[src/design/qrs_div.sv]
module qrs_div #(
  parameter int NW = 34,
  parameter int VW = 17,
  parameter int PW = 1
) (
  input  logic          clk,
  input  logic          rst_n,
  input  logic          in_valid,
  input  logic [NW-1:0] num,
  input  logic [VW-1:0] den,
  input  logic [PW-1:0] pay,
  output logic          out_valid,
  output logic [NW-1:0] quot,
  output logic [PW-1:0] pay_o
);

  logic [NW-1:0] num_r [0:NW-1];
  logic [VW-1:0] rem_r [0:NW-1];
  logic [VW-1:0] den_r [0:NW-1];
  logic          v_r   [0:NW-1];
  logic [PW-1:0] pay_r [0:NW-1];

  // Restoring division, one quotient bit per stage; the dividend
  // register fills with quotient bits from the bottom
  for (genvar i = 0; i < NW; i++) begin : g_stage
    logic [NW-1:0] num_in;
    logic [VW-1:0] rem_in, den_in;
    logic [VW:0]   rem_sh, rem_sub;
    logic          v_in, fit;
    logic [PW-1:0] pay_in;

    if (i == 0) begin : g_first
      assign num_in = num;
      assign rem_in = '0;
      assign den_in = den;
      assign v_in   = in_valid;
      assign pay_in = pay;
    end else begin : g_next
      assign num_in = num_r[i-1];
      assign rem_in = rem_r[i-1];
      assign den_in = den_r[i-1];
      assign v_in   = v_r[i-1];
      assign pay_in = pay_r[i-1];
    end

    assign rem_sh  = {rem_in, num_in[NW-1]};
    assign rem_sub = rem_sh - {1'b0, den_in};
    assign fit     = (rem_sh >= {1'b0, den_in});

    always_ff @(posedge clk) begin
      if (!rst_n) v_r[i] <= 1'b0;
      else        v_r[i] <= v_in;
    end

    always_ff @(posedge clk) begin
      num_r[i] <= {num_in[NW-2:0], fit};
      rem_r[i] <= fit ? rem_sub[VW-1:0] : rem_sh[VW-1:0];
      den_r[i] <= den_in;
      pay_r[i] <= pay_in;
    end
  end

  assign out_valid = v_r[NW-1];
  assign quot      = num_r[NW-1];
  assign pay_o     = pay_r[NW-1];

endmodule

[config.mk]
export PLATFORM = sky130hd
export DESIGN_NAME = qrs_div
export DESIGN_NICKNAME = d
export VERILOG_FILES = /design/src/design/qrs_div.sv
export SDC_FILE = /design/constraint.sdc
export NUM_CORES = 2
export LEC_CHECK = 0
export BUFFER_PORTS_ARGS = -buffer_cell sky130_fd_sc_hd__buf_4
export CORE_ASPECT_RATIO = 0.75
export CORE_UTILIZATION = 55
export DETAILED_ROUTE_END_ITERATION = 12
export PLACE_DENSITY_LB_ADDON = 0.15
export SYNTH_ARGS = -nofsm -noshare
export SYNTH_HDL_FRONTEND = slang
export SYNTH_SLANG_ARGS = --single-unit
[constraint.sdc]
create_clock -name clk -period 4.2 [get_ports clk]
set_input_delay 1.26 -clock clk [delete_from_list [all_inputs] [get_ports clk]]
set_output_delay 1.26 -clock clk [all_outputs]
set_load 0.01 [all_outputs]
==> impl_metrics.tcl <==
set metrics [dict create \
    synth_top_area_share_pct 58.2 \
    wl_met1_um 76000 \
    fillers 11600 \
    synth_area_leaders "dfxtp_1 (58%), ha_1 (8.7%), mux2_2 (4.1%)" \
    critPathLaunch "num_r[1][33]" \
    ys_async_sr_fraction_pct 0 \
    period_minus_slack_ps 3600 \
    dp_hpwl_um 110000 \
    worstMarginPinSlew_ps 1300 \
    synth-edff-count 0 \
    synthToLayoutAreaGrowth_pct 12.4 \
    start_util_pct 55.5 \
    place.gp.congestion 0.891 \
    num_rows 121 \
    clockRootBuffer "clkbuf_16" \
    port_buffers 90 \
    post-cts-setup-buffers 0 \
    skew_ps 45.1 \
    setup_viol 0 \
    critPathMostFrequentCell "inv_1" \
    dp_cells 9166 \
    numCtsBuffers 204 \
    clock_latency_ps 870 \
    synth_seq_cells 2346 \
    multi_input_area_um2 30600 \
    hold_path_startpoint "num_r[21][15]" \
    vias 49000 \
    final_cells 9547 \
    p_comb_share_pct 31.1 \
    p_switching_uw 22000 \
    syn_area_um2 80700 \
    cts_resized 0 \
    crit_buf_inv 2 \
    p_int_uw 47200 \
    n_antenna_cell 0 \
    hold_viol_final 0 \
    final_common_cell "dfxtp_1" \
    hp-class "reg2reg" \
    rsz0062_at_grt "no" \
    die_x_um 444 \
    highest_layer "met4" \
    overflow 0 \
    antenna_found_initial 0 \
    relSlewSlack_pct 13.4 \
    cap_violations 0 \
    power.total_uw 69200 \
    first_global_vias 47800 \
    clkPwrFrac_pct 27.7 \
    end_kind "flop" \
    yosys_warnings 0 \
    syn_avg_cell_area_um2 11.2 \
    p_leak_uw 0.0413 \
    hold_buffers 0 \
    run_status "complete, no violations" \
    path_cells "inv_1 > ha_1 > inv_1 > fa_1 > a21o_1 > a21oi_1 > o21ai_0 > a41oi_2 > o31a_1 > o21ai_1 > a41oi_4 > mux2_2" \
    hold-worst-slack_ps 301 \
    vias_per_cell 5.13 \
    cts_tree "built" \
    yosys.area.top_type "dfxtp_1" \
    ant_nets 0 \
    slowest_stage "a41oi_4" \
    finalSetupTns_ps 0 \
    path_max_fanout 18 \
    core-area_um2 145000 \
    start_kind "flop" \
    final-max-slew-violation-count 0 \
    final_cell_mix "dfxtp_1 (2346), inv_1 (727), ha_1 (563)" \
    h-tree-depth 4 \
    layout-drive-gt1-share_pct 11.0 \
    met2_length_um 62700 \
    min_period_over_period_pct 85.7 \
    yosys_most_used_dff "dfxtp_1" \
    chipHeight_um 334 \
    cellPowerDensity_nw_per_um2 763 \
    reg2reg_from "num_r[1][33]" \
    cts_sinks 2346 \
    pin_count 91 \
    synthCells 7240 \
    crit_family "compound AO/OA/AOI/OAI gates" \
    ys_seq_area_share_pct 58.2 \
    remaining_drc_errors 0 \
    drtIter0Drc 2646 \
    drt_first_pass_iters 5 \
    seq_area_um2 47000 \
    required_ps 4930 \
    finalNetCount 8116 \
    max_stage_delay_ps 650 \
    p_sw_share_pct 31.8 \
    yosysUniqueCellTypes 87 \
    cts_buffer_depth 3 \
    routedWlPerCell_um 15.6 \
    path_clk_slew_ps 60 \
    grt_start_max_net_pins 35 \
    grt_use_total_pct 20.0 \
    drt_wl_total_um 149000 \
    critPathKind "reg2reg" \
    fp.dieArea_um2 148000 \
    fmax_ghz 0.278 \
    met3_length_um 7040 \
    p_seq_share_pct 41.3 \
    syn-num-nets 7890 \
    grt_first_pass_wirelength_um 244000 \
    vdd_ir_drop_max_v 0.000463 \
    worstPathArrival_ps 4330 \
]
-- power by group through the flow --
stage	registers, uW	clock network, uW	logic, uW
final	28600	19100	21500
after global routing	28900	20600	24000
after CTS	28600	19700	21400
after detailed placement	29000	0	21100
after global placement	29100	0	20800
after floorplan	28100	0	17000
-- worst register-to-register path, stage by stage (launching register included) --
cell and delay [ps]:
dfxtp_1 310, inv_1 70, ha_1 170, inv_1 60, fa_1 400, a21o_1 180, a21oi_1 290, o21ai_0 220
a41oi_2 400, o31a_1 230, o21ai_1 100, a41oi_4 650, mux2_2 410
-- registers in the layout, indices dropped and copies added, names as in the netlist --
signal / flops
den_r: 561
rem_r: 561
v_r: 34
pay_r: 34
num_r: 1156
-- routing by layer --
metal | up-vias | GRT usage (%)
li1 | 25100 | -
met1 | 22700 | 29.2
met2 | 983 | 30.2
met3 | 242 | 3.36
met4 | 0 | 6.02
met5 | - | 0
-- cell usage after synthesis, types with 8 or more instances --
library cell,number
dfxtp_1,2346
inv_1,727
ha_1,563
a21oi_1,467
nor2_1,374
o21ai_0,313
nand2_1,297
mux2_2,296
xnor2_1,251
a21o_1,202
xor2_1,173
nor3_1,97
nand4_1,75
nor2b_1,75
o21a_1,75
clkbuf_1,68
o21bai_1,67
nand3_1,60
nand2b_1,52
a211oi_1,48
a31oi_1,48
and2_1,46
and3_1,34
fa_1,32
mux2i_1,32
nor4_1,31
o31ai_1,26
or3_1,25
a21boi_0,23
o211ai_1,23
a211o_1,20
buf_2,20
or2_2,20
a2111oi_0,18
a311oi_1,15
o21ai_1,13
o31a_1,12
a31o_2,9
o2111ai_1,9
o41ai_1,9
mux2_4,8
o22ai_1,8
o311ai_0,8
or4_1,8
-- final timing paths --
check	endpoint	slack, ps	cells past startpoint
setup / recovery	rem_r[2][4]	600	12
hold / removal	num_r[22][16]	300	0
setup reg to reg	rem_r[2][4]	600	12
hold reg to reg	num_r[22][16]	300	0
-- logic make-up (layout without fill, tap and decap cells) --
family	after synthesis	after routing	synth area share (%)
flops	2346	2346	58.2
compound gates	1481	1481	11.7
simple gates	1227	1227	7.33
buf+inv	831	1232	3.98
fa+ha+maj	595	595	9.52
xor+xnor	424	424	4.60
mux	336	336	4.67
-- per-stage QoR --
| stage | setup slack (ps) | instance area [um2] | utilization, % |
|---|---|---|---|
| 5_1_grt | 379 | 90800 | 62.5 |
| 4_1_cts | 645 | 90800 | 62.5 |
| 3_5_place_dp | 686 | 83600 | 57.5 |
| 3_3_place_gp | 753 | 83600 | 57.5 |
| 2_1_floorplan | 1180 | 80700 | - |
| 6_report | 601 | 90800 | 62.5 |
-- area by class of cell --
cell class | instances | share of cell area [%]
timing repair buffer | 123 | 1.03
multi-input combinational | 4063 | 33.7
inverter | 728 | 3.01
sequential | 2346 | 51.7
tap | 1906 | 2.63
clock inverter | 115 | 1.61
clock buffer | 266 | 6.26
Note: power is estimated with default switching activity, not from simulation.
