$ cat src/design/qrs_sqrt.sv
module qrs_sqrt #(
  parameter int DW = 33,
  parameter int R  = 16,
  parameter int PW = 8
) (
  input  logic                         clk,
  input  logic                         rst_n,
  input  logic                         in_valid,
  input  logic [DW-1:0]                disc,
  input  logic [PW-1:0]                pay,
  output logic                         out_valid,
  output logic [(DW+2*R+1)/2-1:0]      root,
  output logic                         exact,
  output logic [PW-1:0]                pay_o
);

  localparam int TW    = DW + 2*R;
  localparam int SW    = (TW + 1) / 2;
  localparam int RAD_W = 2*SW;
  localparam int RW    = SW + 2;

  logic [RAD_W-1:0] rad_r  [0:SW-1];
  logic [RW-1:0]    rem_r  [0:SW-1];
  logic [SW-1:0]    root_r [0:SW-1];
  logic             v_r    [0:SW-1];
  logic [PW-1:0]    pay_r  [0:SW-1];

  // One result bit per stage, most significant first
  for (genvar i = 0; i < SW; i++) begin : g_stage
    logic [RAD_W-1:0] rad_in;
    logic [RW-1:0]    rem_in, rem_sh, trial;
    logic [SW-1:0]    root_in;
    logic             v_in, fit;
    logic [PW-1:0]    pay_in;

    if (i == 0) begin : g_first
      assign rad_in  = RAD_W'(disc) << (2*R);
      assign rem_in  = '0;
      assign root_in = '0;
      assign v_in    = in_valid;
      assign pay_in  = pay;
    end else begin : g_next
      assign rad_in  = rad_r[i-1];
      assign rem_in  = rem_r[i-1];
      assign root_in = root_r[i-1];
      assign v_in    = v_r[i-1];
      assign pay_in  = pay_r[i-1];
    end

    assign rem_sh = {rem_in[SW-1:0], rad_in[RAD_W-1 -: 2]};
    assign trial  = {root_in, 2'b01};
    assign fit    = (rem_sh >= trial);

    always_ff @(posedge clk) begin
      if (!rst_n) v_r[i] <= 1'b0;
      else        v_r[i] <= v_in;
    end

    always_ff @(posedge clk) begin
      rad_r[i]  <= rad_in << 2;
      rem_r[i]  <= fit ? (rem_sh - trial) : rem_sh;
      root_r[i] <= {root_in[SW-2:0], fit};
      pay_r[i]  <= pay_in;
    end
  end

  assign out_valid = v_r[SW-1];
  assign root      = root_r[SW-1];
  assign exact     = (rem_r[SW-1] == '0) && (rad_r[SW-1] == '0);
  assign pay_o     = pay_r[SW-1];

endmodule

$ cat config.mk
export PLATFORM = sky130hd
export DESIGN_NAME = qrs_sqrt
export DESIGN_NICKNAME = d
export VERILOG_FILES = /design/src/design/qrs_sqrt.sv
export SDC_FILE = /design/constraint.sdc
export NUM_CORES = 2
export LEC_CHECK = 0
export BUFFER_PORTS_ARGS = -buffer_cell sky130_fd_sc_hd__buf_2
export CAP_MARGIN = 20
export CORE_MARGIN = 2
export CORE_UTILIZATION = 55
export CTS_CLUSTER_SIZE = 8
export DETAILED_ROUTE_END_ITERATION = 10
export GPL_TIMING_DRIVEN = 0
export PLACE_DENSITY_LB_ADDON = 0.3
export SETUP_SLACK_MARGIN = 0.15
export SYNTH_ARGS = -nofsm -noshare
export SYNTH_HDL_FRONTEND = slang
export SYNTH_MEMORY_MAX_BITS = 65536
export SYNTH_SLANG_ARGS = --single-unit
export TNS_END_PERCENT = 10
$ cat constraint.sdc
create_clock -name clk -period 9.3 [get_ports clk]
set_input_delay 0.93 -clock clk [delete_from_list [all_inputs] [get_ports clk]]
set_output_delay 0.93 -clock clk [all_outputs]
set_load 0.02 [all_outputs]
==> summary.md <==
| Metric | Value |
|---|---|
| Status | finished, final reports clean |
| Mapped Nets | 9321 |
| Final worst path period need | a little under 5 ns |
| CTS tree | built |
| Mux cell area share after synthesis | less than 1% |
| Slew @ Worst Pin | between 1 and 1.5 ns |
| Slew Limit Fails | 0 |
| Post-Synth Simple-Gate Area | a little over an eighth |
| Synth Area in XOR/XNOR | under 10% |
| DRT Pass-1 Iters | 6 |
| Hold WC Path Type | input port to register |
| Synth Flop Type | dfxtp_1 |
| Final hold violations | 0 |
| RSZ-0062 raised after global routing | false |
| Die Y | 396 µm |
| DP HPWL | approximately 140000 µm |
| Syn Area/Cell | between 9 and 10 µm² |
| Hold Path Sink | rad_r[0][52] |
| Largest family of logic cells by synthesized area | compound AO/OA/AOI/OAI gates |
| Critical Path End Type | register |
| Core Region | ~0.15 mm² |
| Worst path required time | approximately 10 ns |
| Final WS setup | 4.36 ns |
| Reg2reg path depth | 14 |
| GRT overflow | 0 |
| Share of the synthesized area in the top cell type | 51.0% |
| Mapped Area | roughly 0.084 mm² |
| Register area share after synthesis | about half |
| Compound-cell area share of the yosys netlist | a little over an eighth |
| Reg2reg start | root_r[0][958] |
| Total wire length | roughly 180000 µm |
| Clock root cell | clkbuf_16 |
| Largest net degree at the start of global routing | 17 |
| Synth area leader | dfxtp_1 |
| Die Area | approximately 0.16 mm² |
| DRT iter0 DRCs | between 3000 and 4000 |
| YS warnings | 0 |
| Period utilization | between 50 and 60% |
| Postcts setup bufs | 0 |
| R2R Path End | rem_r[0][1080] |
| CTS sink cnt | 2151 |
| First-pass GRT wire length | roughly 300000 µm |
| Post-synth EDFFs | 0 |
| Adder-Cell Fraction of Synth Area | under 10% |
| Initial Util | between 50 and 60% |
| Row count | 143 |
| Maximum vdd drop | 0.000275 V |
| Antenna cells | 0 |
| R2r setup slk | ~4.4 ns |
| Final setup fails | 0 |
| Routability cong. | 0.935 |
| Drt drc | 0 |
| Synth area leaders | dfxtp_1 (51%), ha_1 (8.4%), xor2_1 (4.5%), xnor2_1 (3.8%), a21oi_1 (3.3%) |
| Worst-path fanout max | 10 |
| Clock Tree Buf Depth | 4 |
| Slew HR | between 20% and 30% |
| NumNets Final | around 9700 |
| Initial antenna violation count | 1 |
| Yosys reg bits | 2151 |
| Number of global-route vias before repair | approximately 60000 |
| Skew final | approximately 0.062 ns |
| Power per Cell Area | between 200 and 300 mW/mm² |
| Area Growth Syn to Fin | 13.3% |
| Vias | between 60000 and 70000 |
| Share of cells above drive strength 1 | under 10% |
| Yosys cell types | 83 |
| Post-CTS sizing | 0 |
| Worst-Skew Late Latency | just over 0.9 ns |
| Hold depth | 1 |
| Setup TNS | 0 ns |
| Via density | 5.48 |
| Cts bufs inserted | 319 |
| Max Fclk | 202 MHz |
| P_leak | between 40 and 50 nW |
| Commonest non-fill, non-tap cell in the layout | dfxtp_1 |
| WP data arrival | around 5.7 ns |
| Hold_sp | disc[20] |
| Hold Buf Count CTS | 0 |
| Post-DR wirelength/cell | roughly 16 µm |
| Crit Path Category | register to register |
| GR Util All Layers | between 20% and 30% |
| Io pins | between 80 and 90 |
| I/O Buffers | between 80 and 90 |
| Chip Width | between 300 and 400 µm |
| Commonest cells after routing, fill and taps aside | dfxtp_1 (2151), inv_1 (743), nand2_1 (664), a21oi_1 (565), ha_1 (564) |
| Setup crit start kind | register |
| Clk slew on worst S/H paths | about 0.050 ns |
| Max_cap viols | 0 |
| CTS H-Tree Depth | 5 |
| Post-Syn Instances | 8697 |
| Synth async-reset ratio | 0% |
| Worst slack at placement | around 4.4 ns |
| Final ANT Viol Nets | 0 |
layout make-up:
class | count | area, µm²
fill | 12400 | 56600
sequential | 2151 | 43100
multi-input combinational | 5654 | 38000
clock buffer | 326 | 8080
inverter | 749 | 2810
tap | 2030 | 2540
buffer | 143 | 546
timing repair buffer | 88 | 443
clock inverter | 12 | 164
logic make-up (layout without fill, tap and decap cells):
group / Yosys count / count (layout)
buffers and inverters: 892 / 1318
AO/OA/AOI/OAI: 1879 / 1879
adder cells (fa/ha/maj): 580 / 580
AND/OR/NAND/NOR: 2330 / 2330
multiplexers: 57 / 57
other: 1 / 1
XOR/XNOR: 807 / 807
flip-flops: 2151 / 2151
registers in the layout, indices dropped and copies added (netlist names):
register / cells
root_r: 561
v_r: 33
rad_r: 272
pay_r: 264
rem_r: 1021
worst max-delay path by stage:
stage                               from        endpoint  slack, ns  cells past startpoint
after floorplan            rem_r[0][128]   rem_r[0][170]       5.76                     12
after global placement    root_r[0][892]   rem_r[0][998]       3.87                     11
after detailed placement  root_r[0][925]  rem_r[0][1036]       4.36                     15
after CTS                 root_r[0][925]  rem_r[0][1043]       4.32                     15
after global routing      root_r[0][925]  rem_r[0][1043]       3.83                     15
final                     root_r[0][958]  rem_r[0][1080]       4.36                     14
routing by layer:
metal | share of wire (%) | global-route usage [%]
met1 | 42 | 27.5
met2 | 50 | 41.5
met3 | 4.6 | 3.54
met4 | 3.1 | 8.54
met5 | 0 | 0
critical path, cell delays in order, from the launching register on:
cell,delay [ns]
dfxtp_1,0.41
inv_1,0.07
ha_1,0.27
a21o_1,0.18
a21oi_1,0.22
nor2_1,0.10
o311ai_0,0.81
nand3_1,0.33
a31oi_1,0.55
o21ai_0,0.22
nor2_1,0.56
clkinv_1,0.42
clkbuf_1,0.40
nor2_1,0.18
a21oi_1,0.07
stage by stage:
stage / area, µm² / std cells / utilization, % / power, mW / hold slack (ns)
global placement: 87400 / 10800 / 57.4 / 16.4 / 0.310
floorplan: 84400 / 8697 / - / 15.2 / 0.310
detailed placement: 87400 / 10800 / 57.4 / 16.5 / 0.312
global route: 95700 / 11200 / 62.8 / 27.5 / 0.0786
CTS: 95700 / 11200 / 62.8 / 26.4 / 0.0585
finish: 95700 / 11200 / 62.8 / 26.1 / 0.125
synth_stat cells (11+ instances only):
| master | count |
|---|---|
| dfxtp_1 | 2151 |
| inv_1 | 743 |
| nand2_1 | 664 |
| a21oi_1 | 565 |
| ha_1 | 564 |
| nor2_1 | 563 |
| o21ai_0 | 525 |
| xor2_1 | 437 |
| xnor2_1 | 370 |
| a21o_1 | 254 |
| nor3_1 | 205 |
| clkbuf_1 | 130 |
| nand2b_1 | 123 |
| nor4_1 | 119 |
| nand3_1 | 113 |
| or3_1 | 96 |
| o21a_1 | 93 |
| nor2b_1 | 82 |
| nand4_1 | 66 |
| or4_1 | 66 |
| and2_1 | 64 |
| o31ai_1 | 57 |
| o21bai_1 | 54 |
| a31oi_1 | 53 |
| mux2_2 | 52 |
| a211oi_1 | 50 |
| or2_2 | 49 |
| and3_1 | 47 |
| o211ai_1 | 27 |
| a21boi_0 | 18 |
| nand3b_1 | 18 |
| a211o_1 | 17 |
| nor3b_1 | 17 |
| fa_1 | 16 |
| o41ai_1 | 13 |
| nor4b_1 | 12 |
| a221o_1 | 11 |
| a221oi_1 | 11 |
| a31o_2 | 11 |
| and4_1 | 11 |
| o2111ai_1 | 11 |
report_power, final:
part / internal [mW] / leakage (nW) / switching, mW
clock network: 6.07 / 4.05 / 3.64
registers: 10.8 / 17.9 / 1.16
logic: 1.98 / 23.9 / 2.51
total: 18.8 / 45.8 / 7.31
(Power assumes the default switching activity.)
