==> src/design/qrs_pkg.sv <==
package qrs_pkg;

  // Root format: signed, fixed 32-bit word
  localparam int ROOT_W = 32;
  localparam logic [ROOT_W-1:0] ROOT_MAX = {1'b0, {(ROOT_W-1){1'b1}}};
  localparam logic [ROOT_W-1:0] ROOT_MIN = {1'b1, {(ROOT_W-1){1'b0}}};

  // Queue between the classifier and the solver pipeline
  localparam int QUEUE_DEPTH = 4;
  localparam int QUEUE_AW    = $clog2(QUEUE_DEPTH);
  localparam int LVL_W       = $clog2(QUEUE_DEPTH + 1);

  // Result class codes
  typedef enum logic [2:0] {
    CLS_TWO    = 3'd0,
    CLS_DOUBLE = 3'd1,
    CLS_NONE   = 3'd2,
    CLS_LINEAR = 3'd3,
    CLS_DEGEN  = 3'd4
  } qrs_class_t;

  // Control that rides along with each item
  typedef struct packed {
    qrs_class_t cls;
    logic       dv_neg;   // divisor was negative
  } qrs_ctl_t;

  localparam int CTL_W = $bits(qrs_ctl_t);

endpackage

==> src/design/qrs_front.sv <==
module qrs_front #(
  parameter int CW = 16
) (
  input  logic                          clk,
  input  logic                          rst_n,
  input  logic                          start,
  output logic                          busy,
  input  logic signed [CW-1:0]          coef_a,
  input  logic signed [CW-1:0]          coef_b,
  input  logic signed [CW-1:0]          coef_c,
  input  logic [qrs_pkg::LVL_W-1:0]     fifo_level,
  output logic                          push,
  output qrs_pkg::qrs_ctl_t             job_ctl,
  output logic [2*CW:0]                 job_disc,
  output logic signed [CW:0]            job_base,
  output logic [CW:0]                   job_dmag
);
  import qrs_pkg::*;

  localparam int DSW = 2*CW + 2;
  localparam int LW  = LVL_W + 1;

  logic                 accept;
  logic                 v0_r, v1_r;
  logic signed [CW-1:0] a0_r, b0_r, c0_r;
  logic signed [CW-1:0] a1_r, b1_r, c1_r;
  logic signed [2*CW-1:0] ac1_r, bb1_r;
  logic signed [DSW-1:0]  disc_s;
  logic signed [CW:0]     b_ext, c_ext, dv;
  logic                   a_zero, b_zero;

  // Hold off when queued plus in-flight items could fill the queue
  assign busy   = (LW'(fifo_level) + LW'(v0_r) + LW'(v1_r)) >= LW'(QUEUE_DEPTH);
  assign accept = start & ~busy;

  // Valid chain
  always_ff @(posedge clk) begin
    if (!rst_n) begin
      v0_r <= 1'b0;
      v1_r <= 1'b0;
    end else begin
      v0_r <= accept;
      v1_r <= v0_r;
    end
  end

  // Capture coefficients, then form products
  always_ff @(posedge clk) begin
    if (accept) begin
      a0_r <= coef_a;
      b0_r <= coef_b;
      c0_r <= coef_c;
    end
    if (v0_r) begin
      a1_r  <= a0_r;
      b1_r  <= b0_r;
      c1_r  <= c0_r;
      ac1_r <= a0_r * c0_r;
      bb1_r <= b0_r * b0_r;
    end
  end

  // Discriminant and classification
  assign disc_s = DSW'(bb1_r) - (DSW'(ac1_r) <<< 2);
  assign a_zero = (a1_r == '0);
  assign b_zero = (b1_r == '0);
  assign b_ext  = (CW+1)'(b1_r);
  assign c_ext  = (CW+1)'(c1_r);

  always_comb begin
    job_disc = '0;
    if (!a_zero) begin
      dv       = {a1_r, 1'b0};
      job_base = -b_ext;
      if (disc_s > 0) begin
        job_ctl.cls = CLS_TWO;
        job_disc    = disc_s[2*CW:0];
      end else if (disc_s == 0) begin
        job_ctl.cls = CLS_DOUBLE;
      end else begin
        job_ctl.cls = CLS_NONE;
      end
    end else begin
      dv       = b_ext;
      job_base = -c_ext;
      job_ctl.cls = b_zero ? CLS_DEGEN : CLS_LINEAR;
    end
    job_ctl.dv_neg = dv[CW];
    job_dmag       = dv[CW] ? (~dv + 1'b1) : dv;
  end

  assign push = v1_r;

endmodule

==> config.mk <==
export PLATFORM = sky130hd
export DESIGN_NAME = qrs_front
export DESIGN_NICKNAME = d
export VERILOG_FILES = /design/src/design/qrs_pkg.sv /design/src/design/qrs_front.sv
export SDC_FILE = /design/constraint.sdc
export NUM_CORES = 2
export LEC_CHECK = 0
export ABC_AREA = 0
export BUFFER_PORTS_ARGS = -buffer_cell sky130_fd_sc_hd__buf_2
export CAP_MARGIN = 30
export CORE_MARGIN = 1.5
export CORE_UTILIZATION = 31
export CTS_BUF_LIST = sky130_fd_sc_hd__clkbuf_8
export CTS_CLUSTER_DIAMETER = 120
export CTS_CLUSTER_SIZE = 8
export DETAILED_ROUTE_END_ITERATION = 10
export GPL_TIMING_DRIVEN = 0
export PLACE_DENSITY_LB_ADDON = 0.08
export SLEW_MARGIN = 20
export SYNTH_ARGS = -nofsm -noshare
export SYNTH_HDL_FRONTEND = slang
export SYNTH_SLANG_ARGS = --single-unit
==> constraint.sdc <==
create_clock -name clk -period 6.5 [get_ports clk]
set_input_delay 1.3 -clock clk [delete_from_list [all_inputs] [get_ports clk]]
set_output_delay 1.3 -clock clk [all_outputs]
set_load 0.005 [all_outputs]
==> run_results.csv <==
group,metric,value,unit
synthesis,synthDominantAreaCellType,"fa_1",
final_layout,layout-area-overhead-vs-synth,18.9,%
synthesis,synth_area,0.0267,mm^2
critical_path,r2r_setup_slack,0.15,ns
critical_path,worst-endpoint-required,6.82,ns
die,initial_utilization,31.4,%
final_layout,final_nets,3805,
critical_path,cp-end-kind,"register",
hold_path,holdPathEnd,"c1_r[11]",
final_layout,layout.area.seq,0.00479,mm^2
critical_path,reg2reg_depth,22,
hold_path,hold_start,"c0_r[11]",
die,core_region_area,0.0853,mm^2
detailed_routing,viasPerCell,4.79,
detailed_routing,wire_per_inst,20.1,um
final_layout,layout-drive-gt1-share,17.6,%
die,rows,107,
grt,vias_in_the_first_global_route,21100,
synthesis,post_synth_mux_area_share,0.0795,%
synthesis,synth_seq_area_share,17.9,%
synthesis,netlist_instances,2740,
timing,final-setup-viol-count,0,
synthesis,mappedNetlistNets,3501,
timing,max_freq,0.157,GHz
critical_path,arrival,6.68,ns
hold_path,worstHoldPathCells,1,
synthesis,post_synth_num_cell_types,84,
synthesis,post-synth-top-area-fraction,37.1,%
placement,final_estimated_routing_congestion_in_global_placement,0.924,
die,floorplan.io_pins,127,
detailed_routing,count_of_unresolved_drc_violations_after_routing,0,
detailed_routing,dr.pass1.iters,8,
synthesis,synth_flop_cell,"edfxtp_1",
cts,worst_setup_hold_path_clk_slew,0.10,ns
critical_path,r2r-end,"ac1_r[31]",
detailed_routing,routed_wl,84700,um
critical_path,worst-path-max-fanout,5,
critical_path,critical_path_start_end_classification,"register to register",
synthesis,synth_edf_count,158,
cts,cts_max_level,4,
die,floorplan.die.height,297,um
cts,clock_tree.buffer_depth,2,
synthesis,synth.ff_latch_count,160,
grt,grt_overflow,0,
timing,timing.clock.skew,0.0328,ns
synthesis,synthXorXnorAreaFrac,4.55,%
outcome,status,"complete, no violations",
detailed_routing,first_iter_violations,1356,
grt,wire_length_of_the_first_global_routing_pass,129000,um
synthesis,post_synthesis_adder_cell_area_fraction,47.0,%
detailed_routing,drtAntennaViolNets,0,
hold_path,min-delay-path-class,"register to register",
cts,worst_skew_pair_later_pin_latency,0.58,ns
synthesis,compound_gate_portion_of_the_synthesized_area,7.63,%
synthesis,synth.cells.most_frequent,"inv_1 (662), fa_1 (496), nand2_1 (256), ha_1 (211), edfxtp_1 (158)",
synthesis,syn_area_per_cell,9.76,um^2
timing,final_period_util,97.8,%
synthesis,combinational_family_with_the_most_area_after_synthesis,"adder cells",
grt,gr-usage-all-layers,19.7,%
cts,clock-sinks,160,
synthesis,synth_simple_gate_area_share,12.5,%
placement,numPlacedInstances,4012,
cts,cts_buffers,17,
final_layout,final_cell_count_no_fill,4205,
final_layout,post-route-util,37.3,%
critical_path,worst_r2r_start,"a0_r[4]",
grt,grt_antenna_before_repair,15,
job,max_cap_violations,0,
timing,finalCriticalPeriod,6.35,ns
timing,grt_setup_unrepaired,"yes",
critical_path,worstSetupStartpointType,"register",
detailed_routing,detailroute.via_count,20100,
cts,clock_tree.root_cell,"clkbuf_8",
synthesis,synth.yosys.warnings,0,
timing,worstMarginPinSlew,1.06,ns
placement,io_buffer_count,125,
timing,slew_viol_final,0,
synthesis,synthArstFlopShare,0,%
placement,detailed_place_hpwl,66500,um
timing,final-hold-violation-count,0,
timing,maxSlewHeadroom,28.8,%
final_layout,final.fill_count,8743,
grt,largest_net_degree_at_the_start_of_global_routing,47,
die,die-area,0.0880,mm^2
synthesis,synth.top_cells.by_area,"fa_1 (37%), edfxtp_1 (18%), ha_1 (9.9%), inv_1 (9.3%), nand2_1 (3.6%)",
cts,cts_tree,"done",
cts,cts-hold-fix-buffers,0,
die,die-width,297,um
synthesis,synth_most_common_cell,"inv_1",
final_layout,multi_input_area,0.0200,mm^2
==> flip-flops by register name (all words and copies together), names as in the netlist, 16 cells and up <==
signal	count
c1_r	16
b1_r	16
c0_r	16
bb1_r	30
ac1_r	32
a0_r	16
b0_r	16
a1_r	16
==> metrics by stage <==
stage                     area [um^2]  setup TNS, ns  setup WS [ns]  hold WS (ns)
after floorplan                 26700              0          0.332         0.424
after global placement          28800         -17.84          -1.13         0.617
after detailed placement        28900         -17.85          -1.19         0.623
after CTS                       30600       -0.00648       -0.00648         0.625
after global routing            31800         -0.342        -0.0686         0.574
final                           31800              0          0.146         0.558
==> repair_timing <==
| action | in CTS | in global routing |
|---|---|---|
| cloned | 1 | 1 |
| gates resized for setup | 169 | 193 |
| buffers inserted | 103 | 58 |
| pin swaps | 32 | 83 |
| setup endpoints to repair | 40 | 32 |
==> final cells by class <==
class | count | share of cell area, %
buffer | 65 | 1.74
antenna | 4 | 0.0315
timing repair buffer | 292 | 6.72
clock buffer | 17 | 0.736
clock inverter | 15 | 0.531
tap | 1144 | 4.50
inverter | 663 | 7.92
sequential | 160 | 15.1
multi-input combinational | 1845 | 62.8
==> layout by cell type, fill, tap and decap left out, types with 15 or more instances in the layout <==
cell type / n
a21oi_1: 81
nor3_1: 24
nand3_1: 25
or3_1: 18
nand2b_1: 15
xor2_1: 37
buf_6: 38
and2_1: 141
o21ai_0: 60
nor2b_1: 16
inv_1: 643
nor2_1: 108
fa_2: 18
ha_1: 190
xnor2_1: 98
a21o_1: 28
ha_4: 17
buf_4: 134
clkbuf_8: 24
fa_1: 478
edfxtp_1: 158
buf_2: 127
nand2_1: 250
==> worst max path at each step <==
stage,startpoint,end,slack (ns),depth (start not counted)
floorplan,b0_r[5],bb1_r[31],0.33,21
global placement,b0_r[5],bb1_r[29],-1.13,22
detailed placement,b0_r[5],bb1_r[29],-1.19,22
CTS,b0_r[9],bb1_r[29],-0.006,24
global route,a0_r[9],ac1_r[30],-0.07,25
finish,a0_r[4],ac1_r[31],0.15,22
==> logic make-up after synthesis <==
kind of cell,count (synthesis)
flip-flops,160
buffers and inverters,735
other,1
XOR/XNOR,139
AO/OA/AOI/OAI,309
AND/OR/NAND/NOR,687
adder cells (fa/ha/maj),707
multiplexers,2
==> worst max-delay path, cell delays in order, from the launching register on <==
cell and delay, ns:
edfxtp_1 0.51, buf_6 0.20, and2_4 0.16, fa_1 0.55, inv_2 0.04, fa_1 0.54
inv_2 0.04, fa_1 0.56, fa_1 0.45, fa_1 0.54, inv_1 0.05, fa_1 0.49
inv_2 0.05, ha_4 0.25, a21o_1 0.17, a21o_1 0.16, a21oi_2 0.16, a21boi_2 0.19
o21ai_2 0.10, a211o_1 0.38, a211oi_2 0.26, a21oi_1 0.12, xnor2_1 0.14
==> per-layer routing <==
metal	up-vias	GRT usage, %	routed length [um]
li1	9122	-	-
met1	10400	29.5	40300
met2	572	30.2	37500
met3	49	3.62	5840
met4	6	2.63	1010
met5	-	0	36
Power is not shown: default switching activity piles up to over one toggle a cycle in this logic, so the estimate is an artifact.
