==> src/design/qrs_pkg.sv <==
package qrs_pkg;

  // Root format: signed, fixed 32-bit word
  localparam int ROOT_W = 32;
  localparam logic [ROOT_W-1:0] ROOT_MAX = {1'b0, {(ROOT_W-1){1'b1}}};
  localparam logic [ROOT_W-1:0] ROOT_MIN = {1'b1, {(ROOT_W-1){1'b0}}};

  // Queue between the classifier and the solver pipeline
  localparam int QUEUE_DEPTH = 4;
  localparam int QUEUE_AW    = $clog2(QUEUE_DEPTH);
  localparam int LVL_W       = $clog2(QUEUE_DEPTH + 1);

  // Result class codes
  typedef enum logic [2:0] {
    CLS_TWO    = 3'd0,
    CLS_DOUBLE = 3'd1,
    CLS_NONE   = 3'd2,
    CLS_LINEAR = 3'd3,
    CLS_DEGEN  = 3'd4
  } qrs_class_t;

  // Control that rides along with each item
  typedef struct packed {
    qrs_class_t cls;
    logic       dv_neg;   // divisor was negative
  } qrs_ctl_t;

  localparam int CTL_W = $bits(qrs_ctl_t);

endpackage

==> src/design/qrs_queue.sv <==
module qrs_queue #(
  parameter int W = 8
) (
  input  logic                      clk,
  input  logic                      rst_n,
  input  logic                      push,
  input  logic [W-1:0]              din,
  output logic                      dout_valid,
  output logic [W-1:0]              dout,
  output logic [qrs_pkg::LVL_W-1:0] level
);
  import qrs_pkg::*;

  logic [W-1:0]        mem_r [0:QUEUE_DEPTH-1];
  logic [QUEUE_AW-1:0] wr_r, rd_r;
  logic [LVL_W-1:0]    cnt_r, cnt_nxt;
  logic                pop;

  // The solver pipeline never stalls, so pop whenever something is held
  assign pop        = (cnt_r != '0);
  assign dout_valid = pop;
  assign dout       = mem_r[rd_r];
  assign level      = cnt_r;

  assign cnt_nxt = cnt_r + LVL_W'(push) - LVL_W'(pop);

  // Pointers and fill count
  always_ff @(posedge clk) begin
    if (!rst_n) begin
      wr_r  <= '0;
      rd_r  <= '0;
      cnt_r <= '0;
    end else begin
      if (push) wr_r <= wr_r + QUEUE_AW'(1);
      if (pop)  rd_r <= rd_r + QUEUE_AW'(1);
      cnt_r <= cnt_nxt;
    end
  end

  // Storage
  always_ff @(posedge clk) begin
    if (push) mem_r[wr_r] <= din;
  end

endmodule

==> config.mk <==
export PLATFORM = sky130hd
export DESIGN_NAME = qrs_queue
export DESIGN_NICKNAME = d
export VERILOG_FILES = /design/src/design/qrs_pkg.sv /design/src/design/qrs_queue.sv
export SDC_FILE = /design/constraint.sdc
export NUM_CORES = 1
export LEC_CHECK = 0
export BUFFER_PORTS_ARGS = -buffer_cell sky130_fd_sc_hd__buf_2
export CORE_UTILIZATION = 59
export DETAILED_ROUTE_END_ITERATION = 8
export HOLD_SLACK_MARGIN = 0.06
export PLACE_DENSITY = 0.84
export SLEW_MARGIN = 20
export SYNTH_ARGS = -nofsm -noshare
export SYNTH_HDL_FRONTEND = slang
export SYNTH_SLANG_ARGS = --single-unit
==> constraint.sdc <==
create_clock -name clk -period 5.2 [get_ports clk]
set_input_delay 1.3 -clock clk [delete_from_list [all_inputs] [get_ports clk]]
set_output_delay 1.3 -clock clk [all_outputs]
set_load 0.005 [all_outputs]
==> impl_summary.md, run 1 <==
Outcome
The flow ran to the end, and the final reports show no timing, DRC or antenna violations.

STA
The shortest clock period the worst path allows after layout is 3048 ps. The final setup violation count is 0. Setup repair after global routing left no endpoint under its margin. The final-report max-slew violation count came to 0. The relative slew slack is 63.13%.

The hold violation count in the final report is 0. Clock skew on the completed layout was measured at 11.72 ps. The post-route clock period utilization is 58.61%.

The worst hold margin is 497.9 ps. The maximum operating frequency is 0.3281 GHz. The setup TNS is 0 ps. The transition time at the pin with the least slew margin is 552.3 ps.

Route
The pre-antenna-repair detailed-routing pass consisted of 4 iterations. For this run, design rule violations remaining after detail routing come to 0. Dividing the detail-routed via count by the number of cells gives 5.415.

The detailed-route via count is 769. The average wire per standard cell is 15.72 µm. The routed wire length is 2.232 mm. The residual antenna-violating net count after detailed routing is 0. The DRC marker count from the first detailed-route iteration is 19.

Logic synthesis
The count of synthesis-stage warnings from yosys is 0. The cell count after synthesis is 84. The cell area after synthesis is 1604 µm².

The number of nets handed over by synthesis was 102. The share of the synthesized area in the top cell type is 59.91%. The post-synthesis cell type with the largest combined area is edfxtp_1. The mux contribution to synthesized area is 12.48%. The register bit count reported by yosys is 41. Yosys attributes the largest share of cell area to edfxtp_1 (60%), dfxtp_1 (11%), mux4_2 (11%). The fraction of the mapped netlist area in adder cells is 5.928%. The synthesized netlist devotes 6.084% of its cell area to simple gates.

The number of distinct library cells after synthesis is 19. The sequential share of the synthesized area is 71.14%. By area, the combinational part of the netlist is dominated by multiplexers.

The compound-cell area share of the yosys netlist is 0.4680%. The synthesized-area fraction occupied by xor and xnor cells is 1.950%. Each instance of the synthesized netlist takes up on average 19.10 µm².

Final layout
The repair_antennas step left the layout with diodes totalling 0. In the final design database the tool counted 129 nets. The leading cell type in the layout, fill and taps excluded is edfxtp_1. Measured on the finished design, the core utilization comes to 71.92%.

The share of layout cells above drive strength 1 is 34.82%. The relative area change from synthesis to final layout is 13.10%. The design area is 1814 µm². In the layout the commonest cells are edfxtp_1 (32), buf_2 (22), dfxtp_1 (9).

Clock network
The clock reaches the later pin of the worst-skew pair after 340 ps. After clock tree synthesis, the repair step resized 0 gates. The quantity of hold-fixing buffers added after cts is 0. The cell sitting at the root of the clock tree is a clkbuf_4.

TritonCTS built the clock tree. The number of buffers created by CTS is 5. The H-tree generated during clock tree synthesis spans 2 levels. The clock-pin slew reported for the worst setup and hold paths after clock tree synthesis is 110 ps. The clock passes through at most 2 buffers. The number of post-CTS setup repair buffers is 0. The number of clock sinks is 41.

Place
The placed instances occupy a cell area of 1743 µm². The port buffer count is 22. The estimated wirelength of the detail-placed design is 1.578 mm. The final RePlAce weighted congestion is 0.6519.

Global route
Entering global routing, the biggest net connects 14 pins. The number of global-route vias before repair is 778. The total routing resource utilization after global routing is 19.22%. The remaining global-route overflow is 0. The initial antenna violation count is 0.

The wire length of the first global-routing pass is 3.553 mm.

Critical path
STA puts the critical path data arrival time at 1750 ps. The endpoint class of the critical path is an output port. For the worst setup path, the data required time is 3900 ps.

The largest single stage delay on the critical path is 690 ps. The cell family contributing the most delay on the critical path is flip-flops. STA classifies the critical path startpoint as a flop. The library cell contributing the largest single delay on the critical path is dfxtp_1. Walking the worst path, the cells encountered are mux4_2, buf_2. The peak fanout along the critical path is 8. The path type of the worst setup path is flop to output port. The number of buffers and inverters on the critical path is 1.

Die
The die outline area is 2931 µm². The starting utilization of the core area is 63.59%. The core box area is 2522 µm². The die is 54.14 µm tall. The die span in x is 54.14 µm. After floorplanning, the core was divided into 18 placement rows.

The I/O pin count is 23.

Flow run
The max-capacitance violation count is 0.

Power
The leakage power total is 0.6946 nW. Power spread over the standard cell area amounts to 457.7 nW/µm². IR analysis of the VDD net gives a maximum drop of 330.0 µV. The overall power is 0.8303 mW.

Hold path
The min-delay analysis places its worst path in the category flop to flop.
[final timing paths]
| path | startpoint | to | slack (ps) | depth (start not counted) |
|---|---|---|---|---|
| min reg2reg | rd_r[1] | rd_r[1] | 500 | 2 |
| max reg2reg | level[1] | level[2] | 3020 | 7 |
| max | flop | dout[2] | 2150 | 2 |
| min | rd_r[1] | rd_r[1] | 500 | 2 |
[cells in the mapped netlist]
cell type / count
and3_1: 2
inv_1: 6
mux4_2: 8
nor2b_1: 1
edfxtp_1: 32
ha_1: 6
dfxtp_1: 9
buf_2: 1
nand2b_1: 1
mux2i_1: 2
and2_1: 8
or3_2: 1
o31ai_1: 1
or4_4: 1
xor2_1: 1
xnor3_1: 1
clkbuf_1: 1
nand2_1: 1
fa_1: 1
[registers in the layout, summed over array words and instances, names as in the netlist, named ones only]
| name | cells |
|---|---|
| level | 3 |
| mem_r | 32 |
| rd_r | 2 |
| wr_r | 2 |
[layout make-up]
type	instances	area, µm²
Clock buffer	7	66.31
Clock inverter	1	5.005
Fill cell	169	708.2
Inverter	6	22.52
Multi-Input combinational cell	35	431.7
Sequential cell	41	1141
Tap cell	30	37.54
Timing Repair Buffer	22	110.1
[metal layers]
layer | wire, µm | GRT usage, % | vias up | part of all wire (%)
li1 | - | - | 373 | -
met1 | 956 | 21.88 | 369 | 43
met2 | 1152 | 31.50 | 22 | 52
met3 | 85 | 6.780 | 5 | 3.8
met4 | 37 | 10.26 | 0 | 1.7
met5 | 0 | 0 | - | 0
[worst register-to-register path, cell delays in order, from the launching register on]
cell	delay, ps
dfxtp_1	370
or3_2	500
ha_1	280
inv_1	40
ha_1	180
fa_1	370
xnor3_1	190
and2_1	160
[kinds of logic (layout without fill, tap and decap cells)]
logic type / count (synthesis) / in the layout
AO/OA/AOI/OAI: 1 / 1
XOR/XNOR: 2 / 2
adder cells (fa/ha/maj): 7 / 7
buffers and inverters: 8 / 36
flip-flops: 41 / 41
multiplexers: 10 / 10
AND/OR/NAND/NOR: 15 / 15
[per-stage QoR]
| step | std cells | setup WS [ps] |
|---|---|---|
| after floorplan | 84 | 2851 |
| after global placement | 134 | 2511 |
| after detailed placement | 134 | 2490 |
| after CTS | 142 | 2104 |
| after global routing | 142 | 2042 |
| final | 142 | 2152 |
[power breakdown]
group          internal [mW]  switching, mW  total, mW  leakage, nW
Clock                 0.0816         0.0938      0.175       0.0404
Sequential             0.391         0.0469      0.438        0.369
Combinational          0.140         0.0766      0.217        0.286
Total                  0.613          0.217      0.830        0.695
Note: power is estimated with default switching activity, not from simulation.
==> run 2, diff against run 1 <==
--- a/config.mk
+++ b/config.mk
@@ -6,10 +6,10 @@
 export NUM_CORES = 1
 export LEC_CHECK = 0
 export BUFFER_PORTS_ARGS = -buffer_cell sky130_fd_sc_hd__buf_2
-export CORE_UTILIZATION = 59
+export CORE_UTILIZATION = 55
 export DETAILED_ROUTE_END_ITERATION = 8
 export HOLD_SLACK_MARGIN = 0.06
-export PLACE_DENSITY = 0.84
+export PLACE_DENSITY = 0.79
 export SLEW_MARGIN = 20
 export SYNTH_ARGS = -nofsm -noshare
 export SYNTH_HDL_FRONTEND = slang
==> constraint.sdc (replaced) <==
create_clock -name clk -period 3 [get_ports clk]
set_input_delay 0.75 -clock clk [delete_from_list [all_inputs] [get_ports clk]]
set_output_delay 0.75 -clock clk [all_outputs]
set_load 0.005 [all_outputs]
==> run 2 against run 1 <==
Compared with the run above:
- via count rose by 1.4%
- utilization shrank 5.0 points
- global-route usage is 2.0 points lower
- hold slack improved by 5.9 ps
- sequential share of layout area fell by 1.1 points
- critical path type unchanged
==> impl_summary.md, run 2 (same netlist as run 1, synthesis figures left out) <==
Outcome
The flow ran to the end, and the final reports show no timing, DRC or antenna violations.

Final layout
The register containing the most flip-flops in the final layout is mem_r. The number of flip-flops in the largest register is 32 (unchanged). The relative area change from synthesis to final layout is 15.13%. The share of layout cells above drive strength 1 is 35.71% (+0.89 points). The library cell used most frequently in the layout, excluding fill and tap cells, is edfxtp_1. The number of diodes added for antenna fixing is 0 (unchanged). The final cell count without fillers is 143 (+0.70%). The flip-flop and latch area is 1141 µm² (unchanged). Leaving out fill and tap cells, the most frequent cells in the layout are edfxtp_1 (32), buf_2 (22), dfxtp_1 (9).

The final layout net count came to 129 (unchanged). The fill cell total of the finished layout is 204 (+21%). The area of combinational cells with multiple inputs is 431.7 µm² (unchanged).

Clock network
The number of post-CTS setup repair buffers was 0 (unchanged). The maximum buffer depth of the clock tree is 2 (unchanged). The clock latency on the worst-skew pair is 340 ps (about the same). TritonCTS built the clock tree. The number of clock sinks is 41 (unchanged). The level count of the clock H-tree came to 2 (unchanged).

The number of gates resized after cts is 0 (unchanged). The clock-pin slew reported for the worst setup and hold paths after clock tree synthesis was 110 ps (about the same). The quantity of hold-fixing buffers added after cts is 0 (unchanged). Clock tree synthesis selected as its root buffer the cell clkbuf_4. The number of buffers created by CTS is 5 (unchanged).

Global route
The total routing resource utilization after global routing came to 17.21% (-2.0 points). The number of global-route vias before repair was 835 (+7.3%). The remaining global-route overflow is 0 (unchanged). The wire length of the first global-routing pass came to 3.781 mm (+6.4%). The initial antenna violation count is 0 (unchanged). The maximum number of pins on one net before global-route repair is 14 (unchanged).

Route
The average wire per standard cell is 16.11 µm (+2.5%). The detailed-route via count is 780 (+1.4%). The residual antenna-violating net count after detailed routing is 0 (unchanged). The post-detailed-route DRC marker count is 0 (unchanged). The vias per cell is 5.455 (+0.72%). The number of iterations in the first detailed-routing pass came to 3 (-1). The DRC marker count from the first detailed-route iteration is 14 (-5). The routed wire length was 2.304 mm (+3.2%).

Die
The number of core rows was 19 (+1). The die outline area came to 3137 µm² (+7.0%). The starting utilization of the core area is 58.17% (-5.4 points). The core box area was 2758 µm² (+9.3%). The I/O pin count was 23 (unchanged). The die span in x is 56.01 µm (+3.4%). The vertical extent of the die is 56.01 µm (+3.4%).

Critical path
The path type of the worst setup path is flop to output port. The type of element launching the critical path is a flop. The endpoint class of the critical path is an output port.

The startpoint identified for the worst register-to-register timing path is level[1]. The peak fanout along the critical path is 8 (unchanged). The data arrival at the endpoint of the critical path is 1720 ps (-30 ps). The data required time at the worst endpoint is 2250 ps (-1650 ps).

STA
The routed design could run at a clock period as short as 2473 ps. The worst path uses 82.44% of the clock period. The setup TNS came to 0 ps (unchanged). Setup repair after global routing left no endpoint under its margin. The transition time at the pin with the least slew margin is 542.6 ps (-9.752 ps). The final-report max-slew violation count came to 0 (unchanged). The clock skew is 3.273 ps (-8.443 ps). Based on the critical path, the design can be clocked at up to 0.4043 GHz. The relative slew slack is 63.78% (+0.65 points).

The hold violation count in the final report is 0 (unchanged). The final setup violation count is 0 (unchanged).

Power
The clock power share is 27.2% (+6.1 points). The leakage power total came to 0.7094 nW (+2.1%). The fraction of power consumed by sequential logic came to 48.8% (-4.0 points). The fraction of power consumed by combinational cells is 23.9% (-2.2 points). The proportion of total power due to net switching is 24.26% (-1.9 points). The largest voltage drop on the vdd net came to 815.9 µV (+150%). The ratio of total power to cell area came to 843.2 nW/µm² (+84%). The switching power summed over all nets is 0.3779 mW (+74%). The total internal power is 1.179 mW (+92%).

Hold path
The hold path startpoint is rd_r[1]. The tightest min-delay check is of the flop to flop type.

Place
The port buffer count is 22 (unchanged). The final RePlAce weighted congestion is 0.7162 (+9.9%). The estimated wirelength of the detail-placed design is 1.645 mm (+4.2%).

The cell count after placement was 135 (+0.75%).

Flow run
The max-capacitance violation count is 0 (unchanged).
-- run 2: changes by cell type in the layout (fill, tap and decap cells not counted), sizes merged --
cell,before,now
bufinv,0,2
clkbuf,7,5
-- run 2: cell type report --
class	count	area share, %
Clock buffer	5	2.033
Multi-Input combinational cell	35	23.37
Sequential cell	41	61.79
Clock inverter	3	3.523
Inverter	6	1.220
Timing Repair Buffer	22	5.962
Tap cell	31	2.100
-- run 2: power by group through the flow --
stage,clock [mW],sequential (mW),combinational [mW]
after floorplan,0,0.721,0.306
after global placement,0,0.771,0.369
after detailed placement,0,0.778,0.377
after CTS,0.435,0.765,0.378
after global routing,0.459,0.776,0.421
final,0.424,0.760,0.373
-- run 2: path summary, 6_finish.rpt --
check	slack, ps	cells past startpoint	endpoint
worst max-delay path	530	2	dout[0]
worst min-delay path	500	2	rd_r[1]
worst max register to register	850	7	level[2]
worst min register to register	500	2	rd_r[1]
-- run 2: per-layer routing --
| layer | global-route usage, % | up-vias | share of wire (%) |
|---|---|---|---|
| met3 | 7.442 | 4 | 4.9 |
| met5 | 0 | - | 0 |
| met2 | 28.91 | 16 | 53 |
| met1 | 18.24 | 387 | 40 |
| li1 | - | 373 | - |
| met4 | 9.059 | 0 | 2.3 |
-- run 2: critical path: stages (launching register included) --
cell,delay [ps]
dfxtp_1,680
mux4_2,570
buf_2,140
-- run 2: metrics by stage --
stage | instance area, µm² | hold WS, ps | power, mW | utilization (%) | setup WS, ps
after floorplan | 1604 | 448.9 | 1.027 | - | 885.4
after detailed placement | 1744 | 489.1 | 1.155 | 63.25 | 848.7
after global placement | 1744 | 458.1 | 1.140 | 63.25 | 872.1
final | 1847 | 503.7 | 1.557 | 66.97 | 526.8
after global routing | 1847 | 522.2 | 1.657 | 66.97 | 377.4
after CTS | 1847 | 504.6 | 1.578 | 66.97 | 455.9
